**config.mk**
```make
export PLATFORM = sky130hd
export DESIGN_NAME = addressable_led_pixel_encoder
export DESIGN_NICKNAME = d
export VERILOG_FILES = /design/src/design/alpe_pkg.sv /design/src/design/alpe_scale.sv /design/src/design/alpe_div.sv /design/src/design/alpe_serial.sv /design/src/design/addressable_led_pixel_encoder.sv
export SDC_FILE = /design/constraint.sdc
export NUM_CORES = 2
export LEC_CHECK = 0
export BUFFER_PORTS_ARGS = -buffer_cell sky130_fd_sc_hd__buf_4
export CAP_MARGIN = 20
export CELL_PAD_IN_SITES_DETAIL_PLACEMENT = 1
export CELL_PAD_IN_SITES_GLOBAL_PLACEMENT = 1
export CORE_MARGIN = 2
export CORE_UTILIZATION = 40
export DETAILED_ROUTE_END_ITERATION = 8
export GPL_ROUTABILITY_DRIVEN = 0
export GPL_TIMING_DRIVEN = 0
export PLACE_DENSITY_LB_ADDON = 0.1
export SLEW_MARGIN = 10
export SYNTH_ARGS = -nofsm -noshare
export SYNTH_HDL_FRONTEND = slang
export SYNTH_SLANG_ARGS = --single-unit
```
**constraint.sdc**
```tcl
create_clock -name clk -period 9.35 [get_ports clk]
set_clock_uncertainty 0.2 [all_clocks]
set_input_delay 0 -clock clk [delete_from_list [all_inputs] [get_ports clk]]
set_output_delay 0 -clock clk [all_outputs]
set_load 0.03 [all_outputs]
```
**src/design/alpe_pkg.sv**
```systemverilog
// Shared types and constants of the addressable LED pixel encoder.
package alpe_pkg;

	// Bit-level constants
	localparam int unsigned BITS_PER_PIXEL = 24;
	localparam int unsigned CNT_W          = 5;
	localparam int unsigned TICK_W         = 16;
	localparam int unsigned PROD_W         = 24;

	// Full-scale divisor (255 * 255) and its 2^32 reciprocal, rounded down
	localparam logic [15:0] FULL_SCALE  = 16'd65025;
	localparam logic [16:0] RECIP       = 17'd66051;
	localparam int unsigned RECIP_SHIFT = 32;
	localparam int unsigned RECIP_PW    = PROD_W + 17;

	// Register indexes of the configuration port
	typedef enum logic [2:0] {
		REG_BRIGHTNESS = 3'd0,
		REG_COLOR_ORDER = 3'd1,
		REG_ZERO_HIGH = 3'd2,
		REG_ZERO_LOW = 3'd3,
		REG_ONE_HIGH = 3'd4,
		REG_ONE_LOW = 3'd5,
		REG_LATCH = 3'd6
	} alpe_reg_e;

	// Byte order on the wire
	typedef enum logic [1:0] {
		ORDER_RGB = 2'd0,
		ORDER_GRB = 2'd1,
		ORDER_BRG = 2'd2,
		ORDER_BGR = 2'd3
	} alpe_order_e;

	// Reset values of the registers
	localparam logic [7:0]        RST_BRIGHTNESS = 8'd255;
	localparam alpe_order_e       RST_ORDER      = ORDER_GRB;
	localparam logic [TICK_W-1:0] RST_ZERO_HIGH  = 16'd4;
	localparam logic [TICK_W-1:0] RST_ZERO_LOW   = 16'd8;
	localparam logic [TICK_W-1:0] RST_ONE_HIGH   = 16'd8;
	localparam logic [TICK_W-1:0] RST_ONE_LOW    = 16'd4;
	localparam logic [TICK_W-1:0] RST_LATCH      = 16'd500;

	// Symbol timing handed to the serializer
	typedef struct packed {
		logic [TICK_W-1:0] zero_high;
		logic [TICK_W-1:0] zero_low;
		logic [TICK_W-1:0] one_high;
		logic [TICK_W-1:0] one_low;
		logic [TICK_W-1:0] latch;
	} alpe_timing_t;

	// Scaled channel products, before the divide
	typedef struct packed {
		logic [PROD_W-1:0] r;
		logic [PROD_W-1:0] g;
		logic [PROD_W-1:0] b;
		logic              last;
	} alpe_prod_t;

	// Finished pixel word in wire order
	typedef struct packed {
		logic [BITS_PER_PIXEL-1:0] word;
		logic                      last;
	} alpe_pix_t;

endpackage

```
**src/design/alpe_scale.sv**
```systemverilog
// Two-stage scaling: alpha times brightness, then each channel times that scale.
module alpe_scale
	import alpe_pkg::*;
(
	input  logic       clk,
	input  logic       arst_n,
	input  logic       v_in,
	output logic       rdy_in,
	input  logic [7:0] red,
	input  logic [7:0] green,
	input  logic [7:0] blue,
	input  logic [7:0] alpha,
	input  logic       last_pixel,
	input  logic [7:0] brightness,
	output logic       v_out,
	input  logic       rdy_out,
	output alpe_prod_t prod
);

	logic        v_s1, v_s2;
	logic        en1, en2;
	logic [15:0] scale_s1;
	logic [7:0]  r_s1, g_s1, b_s1;
	logic        last_s1;
	alpe_prod_t  prod_s2;

	// Advance a stage when it is empty or the next one takes its beat
	assign en2    = !v_s2 || rdy_out;
	assign en1    = !v_s1 || en2;
	assign rdy_in = en1;

	always_ff @(posedge clk or negedge arst_n) begin
		if (!arst_n) begin
			v_s1 <= 1'b0;
			v_s2 <= 1'b0;
		end else begin
			if (en1) v_s1 <= v_in;
			if (en2) v_s2 <= v_s1;
		end
	end

	// Stage 1: combined scale factor
	always_ff @(posedge clk) begin
		if (en1 && v_in) begin
			scale_s1 <= 16'(alpha) * 16'(brightness);
			r_s1     <= red;
			g_s1     <= green;
			b_s1     <= blue;
			last_s1  <= last_pixel;
		end
	end

	// Stage 2: per-channel products
	always_ff @(posedge clk) begin
		if (en2 && v_s1) begin
			prod_s2.r    <= PROD_W'(r_s1) * PROD_W'(scale_s1);
			prod_s2.g    <= PROD_W'(g_s1) * PROD_W'(scale_s1);
			prod_s2.b    <= PROD_W'(b_s1) * PROD_W'(scale_s1);
			prod_s2.last <= last_s1;
		end
	end

	assign v_out = v_s2;
	assign prod  = prod_s2;

endmodule

```
**src/design/alpe_div.sv**
```systemverilog
// Two-stage divide by full scale (reciprocal estimate, then correction) and byte ordering.
module alpe_div
	import alpe_pkg::*;
(
	input  logic        clk,
	input  logic        arst_n,
	input  logic        v_in,
	output logic        rdy_in,
	input  alpe_prod_t  prod,
	input  alpe_order_e color_order,
	output logic        v_out,
	input  logic        rdy_out,
	output alpe_pix_t   pix
);

	logic                v_s3, v_s4;
	logic                en3, en4;
	logic [PROD_W-1:0]   pr_s3, pg_s3, pb_s3;
	logic [7:0]          qr_s3, qg_s3, qb_s3;
	logic                last_s3;
	logic [RECIP_PW-1:0] er, eg, eb;
	logic [7:0]          br, bg, bb;
	alpe_pix_t           pix_s4;

	// Fix up an estimate that may sit one below the true quotient
	function automatic logic [7:0] div_fix(input logic [PROD_W-1:0] p, input logic [7:0] qe);
		logic [PROD_W-1:0] qm;
		logic [PROD_W-1:0] rem;
		// qe * 65025 = qe * 2^16 - qe * 2^9 + qe
		qm  = (PROD_W'(qe) << 16) - (PROD_W'(qe) << 9) + PROD_W'(qe);
		rem = p - qm;
		return (rem >= PROD_W'(FULL_SCALE)) ? qe + 8'd1 : qe;
	endfunction

	assign en4    = !v_s4 || rdy_out;
	assign en3    = !v_s3 || en4;
	assign rdy_in = en3;

	always_ff @(posedge clk or negedge arst_n) begin
		if (!arst_n) begin
			v_s3 <= 1'b0;
			v_s4 <= 1'b0;
		end else begin
			if (en3) v_s3 <= v_in;
			if (en4) v_s4 <= v_s3;
		end
	end

	// Stage 3: reciprocal multiply for the quotient estimate
	assign er = RECIP_PW'(prod.r) * RECIP_PW'(RECIP);
	assign eg = RECIP_PW'(prod.g) * RECIP_PW'(RECIP);
	assign eb = RECIP_PW'(prod.b) * RECIP_PW'(RECIP);

	always_ff @(posedge clk) begin
		if (en3 && v_in) begin
			pr_s3   <= prod.r;
			pg_s3   <= prod.g;
			pb_s3   <= prod.b;
			qr_s3   <= er[RECIP_SHIFT +: 8];
			qg_s3   <= eg[RECIP_SHIFT +: 8];
			qb_s3   <= eb[RECIP_SHIFT +: 8];
			last_s3 <= prod.last;
		end
	end

	// Stage 4: correct the quotients and put bytes in wire order
	assign br = div_fix(pr_s3, qr_s3);
	assign bg = div_fix(pg_s3, qg_s3);
	assign bb = div_fix(pb_s3, qb_s3);

	always_ff @(posedge clk) begin
		if (en4 && v_s3) begin
			pix_s4.last <= last_s3;
			case (color_order)
				ORDER_RGB: pix_s4.word <= {br, bg, bb};
				ORDER_GRB: pix_s4.word <= {bg, br, bb};
				ORDER_BRG: pix_s4.word <= {bb, br, bg};
				default:   pix_s4.word <= {bb, bg, br};
			endcase
		end
	end

	assign v_out = v_s4;
	assign pix   = pix_s4;

endmodule

```
**src/design/alpe_serial.sv**
```systemverilog
// Symbol serializer: one pulse symbol per beat, MSB first, with a closing reset symbol after a last pixel.
module alpe_serial
	import alpe_pkg::*;
(
	input  logic                clk,
	input  logic                arst_n,
	input  logic                v_in,
	output logic                rdy_in,
	input  alpe_pix_t           pix,
	input  alpe_timing_t        timing,
	output logic                out_valid,
	input  logic                out_ready,
	output logic                drive_high,
	output logic [TICK_W-1:0]   high_ticks,
	output logic [TICK_W-1:0]   low_ticks,
	output logic                last_symbol
);

	logic                      busy_q;
	logic [CNT_W-1:0]          cnt_q;
	logic [BITS_PER_PIXEL-1:0] word_q;
	logic                      last_q;
	logic                      latch_sym;
	logic                      bit_one;
	logic                      take;
	logic                      done;

	assign latch_sym = (cnt_q == CNT_W'(BITS_PER_PIXEL));
	assign bit_one   = word_q[BITS_PER_PIXEL-1];

	// Current symbol from the held word and the timing registers
	assign out_valid   = busy_q;
	assign drive_high  = !latch_sym;
	assign high_ticks  = latch_sym ? timing.latch : (bit_one ? timing.one_high : timing.zero_high);
	assign low_ticks   = latch_sym ? timing.latch : (bit_one ? timing.one_low : timing.zero_low);
	assign last_symbol = latch_sym || (cnt_q == CNT_W'(BITS_PER_PIXEL - 1) && !last_q);

	assign take   = busy_q && out_ready;
	assign done   = take && last_symbol;
	assign rdy_in = !busy_q || done;

	always_ff @(posedge clk or negedge arst_n) begin
		if (!arst_n) begin
			busy_q <= 1'b0;
			cnt_q  <= '0;
		end else if (rdy_in) begin
			// Load the next pixel, possibly right behind the final symbol
			busy_q <= v_in;
			cnt_q  <= '0;
		end else if (take) begin
			cnt_q <= cnt_q + CNT_W'(1);
		end
	end

	// Shift the word toward the MSB on each beat
	always_ff @(posedge clk) begin
		if (rdy_in && v_in) begin
			word_q <= pix.word;
			last_q <= pix.last;
		end else if (take) begin
			word_q <= word_q << 1;
		end
	end

endmodule

```
**src/design/addressable_led_pixel_encoder.sv**
```systemverilog
// Top level of the addressable LED pixel encoder: registers, pipeline and serializer.
// Each accepted pixel becomes 24 pulse symbols on the output, most significant bit of the
// first wire byte first, plus a closing reset symbol (low in both halves, latch_ticks each)
// when last_pixel is set. The serializer emits one symbol per cycle while out_ready is
// high, and that symbol loop sets the sustained rate. A four-stage front end (scale
// product, channel products, reciprocal estimate, correction and byte ordering) runs
// ahead of it, so the next pixel follows the previous one's final symbol with no gap.
// Registers are written through the cfg port and should change only while no pixel is
// in flight.
module addressable_led_pixel_encoder
	import alpe_pkg::*;
(
	input  logic              clk,
	input  logic              arst_n,
	input  logic              cfg_write,
	input  logic [2:0]        cfg_index,
	input  logic [TICK_W-1:0] cfg_data,
	input  logic              in_valid,
	output logic              in_ready,
	input  logic [7:0]        red,
	input  logic [7:0]        green,
	input  logic [7:0]        blue,
	input  logic [7:0]        alpha,
	input  logic              last_pixel,
	output logic              out_valid,
	input  logic              out_ready,
	output logic              drive_high,
	output logic [TICK_W-1:0] high_ticks,
	output logic [TICK_W-1:0] low_ticks,
	output logic              last_symbol
);

	logic [7:0]   brightness_q;
	alpe_order_e  order_q;
	alpe_timing_t timing_q;
	logic         v_prod, rdy_prod;
	alpe_prod_t   prod;
	logic         v_pix, rdy_pix;
	alpe_pix_t    pix;

	// Configuration registers; unknown indexes are dropped
	always_ff @(posedge clk or negedge arst_n) begin
		if (!arst_n) begin
			brightness_q       <= RST_BRIGHTNESS;
			order_q            <= RST_ORDER;
			timing_q.zero_high <= RST_ZERO_HIGH;
			timing_q.zero_low  <= RST_ZERO_LOW;
			timing_q.one_high  <= RST_ONE_HIGH;
			timing_q.one_low   <= RST_ONE_LOW;
			timing_q.latch     <= RST_LATCH;
		end else if (cfg_write) begin
			case (cfg_index)
				REG_BRIGHTNESS:  brightness_q       <= cfg_data[7:0];
				REG_COLOR_ORDER: order_q            <= alpe_order_e'(cfg_data[1:0]);
				REG_ZERO_HIGH:   timing_q.zero_high <= cfg_data;
				REG_ZERO_LOW:    timing_q.zero_low  <= cfg_data;
				REG_ONE_HIGH:    timing_q.one_high  <= cfg_data;
				REG_ONE_LOW:     timing_q.one_low   <= cfg_data;
				REG_LATCH:       timing_q.latch     <= cfg_data;
				default: ;
			endcase
		end
	end

	alpe_scale u_scale (
		.clk        (clk),
		.arst_n     (arst_n),
		.v_in       (in_valid),
		.rdy_in     (in_ready),
		.red        (red),
		.green      (green),
		.blue       (blue),
		.alpha      (alpha),
		.last_pixel (last_pixel),
		.brightness (brightness_q),
		.v_out      (v_prod),
		.rdy_out    (rdy_prod),
		.prod       (prod)
	);

	alpe_div u_div (
		.clk         (clk),
		.arst_n      (arst_n),
		.v_in        (v_prod),
		.rdy_in      (rdy_prod),
		.prod        (prod),
		.color_order (order_q),
		.v_out       (v_pix),
		.rdy_out     (rdy_pix),
		.pix         (pix)
	);

	alpe_serial u_serial (
		.clk         (clk),
		.arst_n      (arst_n),
		.v_in        (v_pix),
		.rdy_in      (rdy_pix),
		.pix         (pix),
		.timing      (timing_q),
		.out_valid   (out_valid),
		.out_ready   (out_ready),
		.drive_high  (drive_high),
		.high_ticks  (high_ticks),
		.low_ticks   (low_ticks),
		.last_symbol (last_symbol)
	);

endmodule

```
Yosys cells after proc, flatten, opt, wreduce, memory -nomap -nowiden
Index checks and enable logic that the tools add are counted.
{"block": "totals", "ff_bits": 361}
{"block": "op_classes", "add_sub_neg": 13, "multipliers": 7, "n_lt_le_gt_ge": 3, "eq_ne": 10, "n_mux": 12, "n_reduce_logical": 32}
{"op": "24-bit by 17-bit multiplier with 40-bit output (second input constant)", "n": 3}
{"op": "24-bit by 8-bit adder with 24-bit output", "n": 3}
{"op": "24-bit by 16-bit greater-or-equal comparator with 1-bit output (second input constant)", "n": 3}
{"op": "8-bit by 16-bit multiplier with 24-bit output", "n": 3}
{"op": "24-bit case mux with 3 select lines", "n": 1}
{"op": "24-bit by 17-bit subtractor with 24-bit output", "n": 3}
{"op": "24-bit subtractor", "n": 3}
{"op": "16-bit 2-to-1 mux", "n": 4}
{"op": "24-bit 2-to-1 mux", "n": 2}
{"op": "8-bit by 1-bit adder with 8-bit output (second input constant)", "n": 3}
{"op": "8-bit 2-to-1 mux", "n": 3}
{"op": "8-bit by 8-bit multiplier with 16-bit output", "n": 1}
{"op": "2-bit AND reduction", "n": 7}
{"op": "5-bit == test (second input constant)", "n": 2}
{"op": "5-bit 2-to-1 mux", "n": 2}
{"op": "3-bit == test (second input constant)", "n": 3}
{"op": "1-bit logical AND", "n": 8}
{"op": "1-bit zero test", "n": 7}
{"op": "3-bit by 2-bit == test with 1-bit output (second input constant)", "n": 2}
{"op": "1-bit logical OR", "n": 6}
{"op": "5-bit by 1-bit adder with 5-bit output (second input constant)", "n": 1}
{"op": "2-bit nonzero test", "n": 2}
{"op": "3-bit by 1-bit == test with 1-bit output (second input constant)", "n": 1}
{"op": "3-bit zero test", "n": 1}
{"op": "3 further kinds", "n": 3}

Depth between registers and ports, before layout
{"block": "logic_depth", "depth_word": 10, "ltp_mapped": 22}

By module
Synthesis repeated with hierarchy kept, for this count alone.
{"block": "unflattened", "cells_unflattened": 4316, "area_unflattened_um2": 43576.8}
{"module": "alpe_div", "instances": 1, "cells_per_inst": 2105, "area_per_inst_um2": 19862.8, "seq_area_each_um2": 3713.6}
{"module": "alpe_scale", "instances": 1, "cells_per_inst": 1828, "area_per_inst_um2": 18031.0, "seq_area_each_um2": 3473.3}
{"module": "addressable_led_pixel_encoder", "instances": 1, "cells_per_inst": 198, "area_per_inst_um2": 3590.9, "seq_area_each_um2": 2275.9}
{"module": "alpe_serial", "instances": 1, "cells_per_inst": 185, "area_per_inst_um2": 2092.0, "seq_area_each_um2": 900.9}

Least setup slack after synthesis
No wires, ideal clock.
{"block": "synth_timing", "path_kind": "flip-flop to flip-flop", "startpoint": "reg u_scale.scale_s1[6]", "endpoint": "reg u_scale.prod_s2 (netlist bit u_scale.prod[47]), data pin", "setup_time_ns": 0.258, "arrival_time_ns": 5.105, "t_required_ns": 8.892, "slack_ns": 3.787, "stages_incl_launch_ff": 20, "synth_period_minus_slack_ns": 5.563, "path_cell_list": "edfxtp_1 clkbuf_1 and2_1 fa_1 inv_1 fa_1 fa_1 fa_1 inv_1 ha_1 nor3_1 nor2_1 a31o_2 o41a_1 a41o_1 or4_1 o311a_1 a21o_1 a21oi_1 xnor2_1"}
{"block": "synth_between", "elab_chain_cells": 1}
{"element": "start: declaration", "line_no": "alpe_scale.sv:22", "source": "logic [15:0] scale_s1;"}
{"element": "start signal: assignment", "line_no": "alpe_scale.sv:45", "source": "scale_s1 <= 16'(alpha) * 16'(brightness);"}
{"element": "8-bit by 16-bit multiplier with 24-bit output", "line_no": "alpe_scale.sv:57", "source": "prod_s2.g <= PROD_W'(g_s1) * PROD_W'(scale_s1);"}
{"element": "end: declaration", "line_no": "alpe_scale.sv:25", "source": "alpe_prod_t prod_s2;"}
Every way passes these cells.
A chain may end at the register's enable or synchronous reset.

Worst setup path after layout
{"block": "layout_timing", "startpoint": "reg u_scale.b_s1[4]", "endpoint": "reg u_scale.prod_s2 (netlist bit u_scale.prod[24]), data pin"}
{"block": "layout_between", "elab_chain_cells": 1}
{"element": "start: declaration", "line_no": "alpe_scale.sv:23", "source": "logic [7:0] r_s1, g_s1, b_s1;"}
{"element": "start signal: assignment", "line_no": "alpe_scale.sv:48", "source": "b_s1 <= blue;"}
{"element": "8-bit by 16-bit multiplier with 24-bit output", "line_no": "alpe_scale.sv:58", "source": "prod_s2.b <= PROD_W'(b_s1) * PROD_W'(scale_s1);"}
Every way passes these cells.

==> parameters.txt <==
Parameter                              Value

Synthesis
  Post-synthesis net count    5288
  Post-synth cell types    85
  Mapped cell area    0.0415 mm²
  Share of synthesized registers carrying an async set or reset    27.7%
  Post-Syn Area per Cell    10.1 µm²
  Count of flip-flops with a built-in enable after synthesis    261
  Post-Synthesis Cells    4095
  Post-synthesis sequential area ratio    25.0%
  Commonest register cell after synthesis    edfxtp_1
  Flip-flop and latch count after synthesis    361
  Syn. warnings    0

Floorplan
  Die extent in x    326 µm
  Die extent in y    326 µm
  Total core area    0.103 mm²
  Initial standard-cell utilization of the core    40.2%
  Floorplan die area    0.106 mm²
  IO Pins    93
  Std cell rows    118

Detailed routing
  Detailed-route DRC error count    0
  Post-detailed-route via-to-cell ratio    5.09
  Detail Route Antenna Nets    0
  Initial DRC count    1157
  Total iterations of the first detailed-routing run    5
  Routed wire per std cell    18.6 µm
  Final routed wirelength across all metal layers    107000 µm
  Number of vias after detailed routing    29.3k

Setup path
  Critical Path RT    9510 ps
  Data arrival time of the worst path    7080 ps
  Crit-path max FO    10
  Start-to-end type of the worst setup path    register to register
  Reg2reg setup slack    2430 ps
  Critical R2R Capture    u_scale.prod[24]$_DFFE_PP_
  Endpoint type of the worst setup path    register
  Kind of launch point of the worst setup path    register
  Startpoint of the worst-slack reg-to-reg timing path    u_scale.b_s1[4]$_DFFE_PP_
  Worst R2R Path Depth    17

Clocking
  Total clock buffers created by CTS    46
  CTS hold repair buffers    99
  Post-CTS Setup Bufs    0
  Worst-Skew Late Latency    640 ps
  H-tree Lvls    2
  CTS Buffer Depth    3
  Clock transition at path regs    70 ps
  CTS root buffer    clkbuf_16
  CTS tree    built
  Resize count post-CTS    0
  Clock sinks    361

Timing
  Worst relative slew slack    36.3%
  Smallest hold slack    104 ps
  Endpoints failing hold    0
  Worst-margin pin slew    955 ps
  Final clock period utilization by the worst path    74.0%
  Max Slew Vio Count    0
  Total setup violations reported at the end of the flow    0
  Setup TNS    0 ps
  Minimum period implied by the final worst setup slack    6920 ps
  Highest clock rate    0.144 GHz
  Unrepaired setup endpoints after global routing    no

Hold path
  Cell depth of the worst min-delay path    4
  Min-Delay Endpoint    u_serial.cnt_q[1]$_DFFE_PN0P_
  Worst min-delay path category    input port to register
  Critical hold path startpoint    out_ready

Cells and area
  Area occupied by registers    0.0104 mm²
  Most common cell after layout, fill and taps aside    ha_1
  Non-filler cells, final    5753
  Most frequent cells in the layout    ha_1, inv_1, fa_1
  Fill cells    11.5k
  Layout overhead on the synthesized area    12.4%
  Area occupied by multi-input gates    0.0280 mm²
  Fraction of final layout cells with drive strength greater than 1    7.73%
  Number of nets in the final layout    5530

Place
  Detailed placer's ending HPWL    85800 µm
  Dpl cells    5568
  Port Buffers    89

Pwr
  Lkg Pwr    0.0223 µW
  Power Density    287 mW/mm²
  Peak VDD IR    222 µV

GRT
  Via count of the first global-routing pass    31.9k
  Largest net degree at the start of global routing    82
  Overall routing resource usage    20.8%
  Total gr overflow    0
  Global-route wire length before repair    175000 µm
  Number of antenna violations at the first check in global routing    4

Run status
  Result of the run    completed

Job
  Number of max-capacitance violations reported    0
-- layer usage --
layer  vias to the layer above  GRT usage [%]  share of wire [%]
met5                         -              0                  0
met4                         0           4.02                1.8
met3                        81           1.92                2.5
met2                       288           35.9                 48
met1                     14700           28.4                 48
li1                      14200              -                  -
-- sequential cells by signal (all words and copies together) (netlist names), 8 cells and up --
signal	cells
u_div.qr_s3	8
u_div.pb_s3	24
u_scale.prod	73
u_serial.word_q	24
u_scale.r_s1	8
u_div.pr_s3	24
u_div.qb_s3	8
brightness_q	8
u_div.qg_s3	8
timing_q	80
u_div.pg_s3	24
u_scale.g_s1	8
u_div.pix	25
u_scale.b_s1	8
u_scale.scale_s1	16
-- cells by family (layout without fill, tap and decap cells) --
family | count (synthesis) | in the layout | share of synthesized area (%)
compound gates | 484 | 484 | 7.54
xor+xnor | 121 | 121 | 2.56
fa+ha+maj | 1136 | 1136 | 40.9
buf+inv | 826 | 1103 | 7.50
flops | 361 | 361 | 25.0
mux | 180 | 180 | 4.71
other cells | 0 | 1 | 0
simple gates | 987 | 987 | 11.8
-- cells in the mapped netlist, types with 18 or more instances --
cell type  instances  area share [%]
ha_1             773              23
inv_1            723             6.5
fa_1             363              18
nand2_1          344             3.1
edfxtp_1         261              19
and2_1           230             3.5
a21oi_1          149             1.8
nor2_1           146             1.3
mux2_2           121             3.3
o21ai_0          104             1.3
xnor2_1           98             2.1
clkbuf_1          97            0.88
dfrtp_1           81             4.9
nor3_1            61            0.74
mux2i_1           58             1.4
nand3_1           44            0.53
a21o_1            42            0.76
nand2b_1          28            0.42
nand4_1           25            0.38
xor2_1            23            0.49
nor2b_1           21            0.32
a211oi_1          19            0.34
dfstp_2           19             1.2
nor4_1            18            0.27
-- worst max path at each step --
stage	startpoint	end	slack, ps	depth (start not counted)
CTS	u_scale.b_s1[3]$_DFFE_PP_	u_scale.prod[24]$_DFFE_PP_	2440	17
detailed placement	u_scale.b_s1[4]$_DFFE_PP_	u_scale.prod[24]$_DFFE_PP_	2480	17
finish	u_scale.b_s1[4]$_DFFE_PP_	u_scale.prod[24]$_DFFE_PP_	2430	17
global route	u_scale.b_s1[3]$_DFFE_PP_	u_scale.prod[24]$_DFFE_PP_	1910	22
floorplan	u_scale.scale_s1[6]$_DFFE_PP_	u_scale.prod[47]$_DFFE_PP_	3790	19
global placement	u_scale.b_s1[4]$_DFFE_PP_	u_scale.prod[24]$_DFFE_PP_	2480	17
-- power breakdown --
| group | switching (µW) | total (µW) | leakage [µW] | internal, µW |
|---|---|---|---|---|
| clock | 762 | 1890 | 0.000779 | 1130 |
| combinational | 5140 | 8900 | 0.0180 | 3760 |
| sequential | 257 | 2570 | 0.00353 | 2320 |
| total | 6160 | 13400 | 0.0223 | 7200 |
-- final cells by class --
cell class                      instances  share of cell area, %
Clock inverter                         21                  0.650
Sequential cell                       361                   22.2
Buffer                                101                  0.832
Antenna cell                            1                0.00537
Clock buffer                           62                   2.82
Tap cell                             1380                   3.71
Inverter                              725                   5.84
Multi-Input combinational cell       2908                   60.1
Timing Repair Buffer                  194                   3.80
-- metrics by stage --
stage	power, µW	util (%)	worst slack, ps	area, µm²
floorplan	8980	-	3790	41500
global placement	11300	42.5	2480	43900
detailed placement	11500	42.6	2480	44000
CTS	13600	45.1	2440	46600
global route	14800	45.1	1910	46600
finish	13400	45.2	2430	46600
-- critical path, cell delays in order, from the launching register on --
cell	delay [ps]
edfxtp_1	580
clkbuf_1	580
nand2_1	170
fa_1	540
fa_1	490
inv_1	60
fa_1	510
fa_1	500
ha_1	360
a21boi_0	260
o21ai_0	210
a2111oi_0	640
nor2_1	140
a211oi_1	550
a211o_1	250
a31oi_1	110
o21bai_1	180
xnor2_1	320
Power figures use the tool's default switching activity.
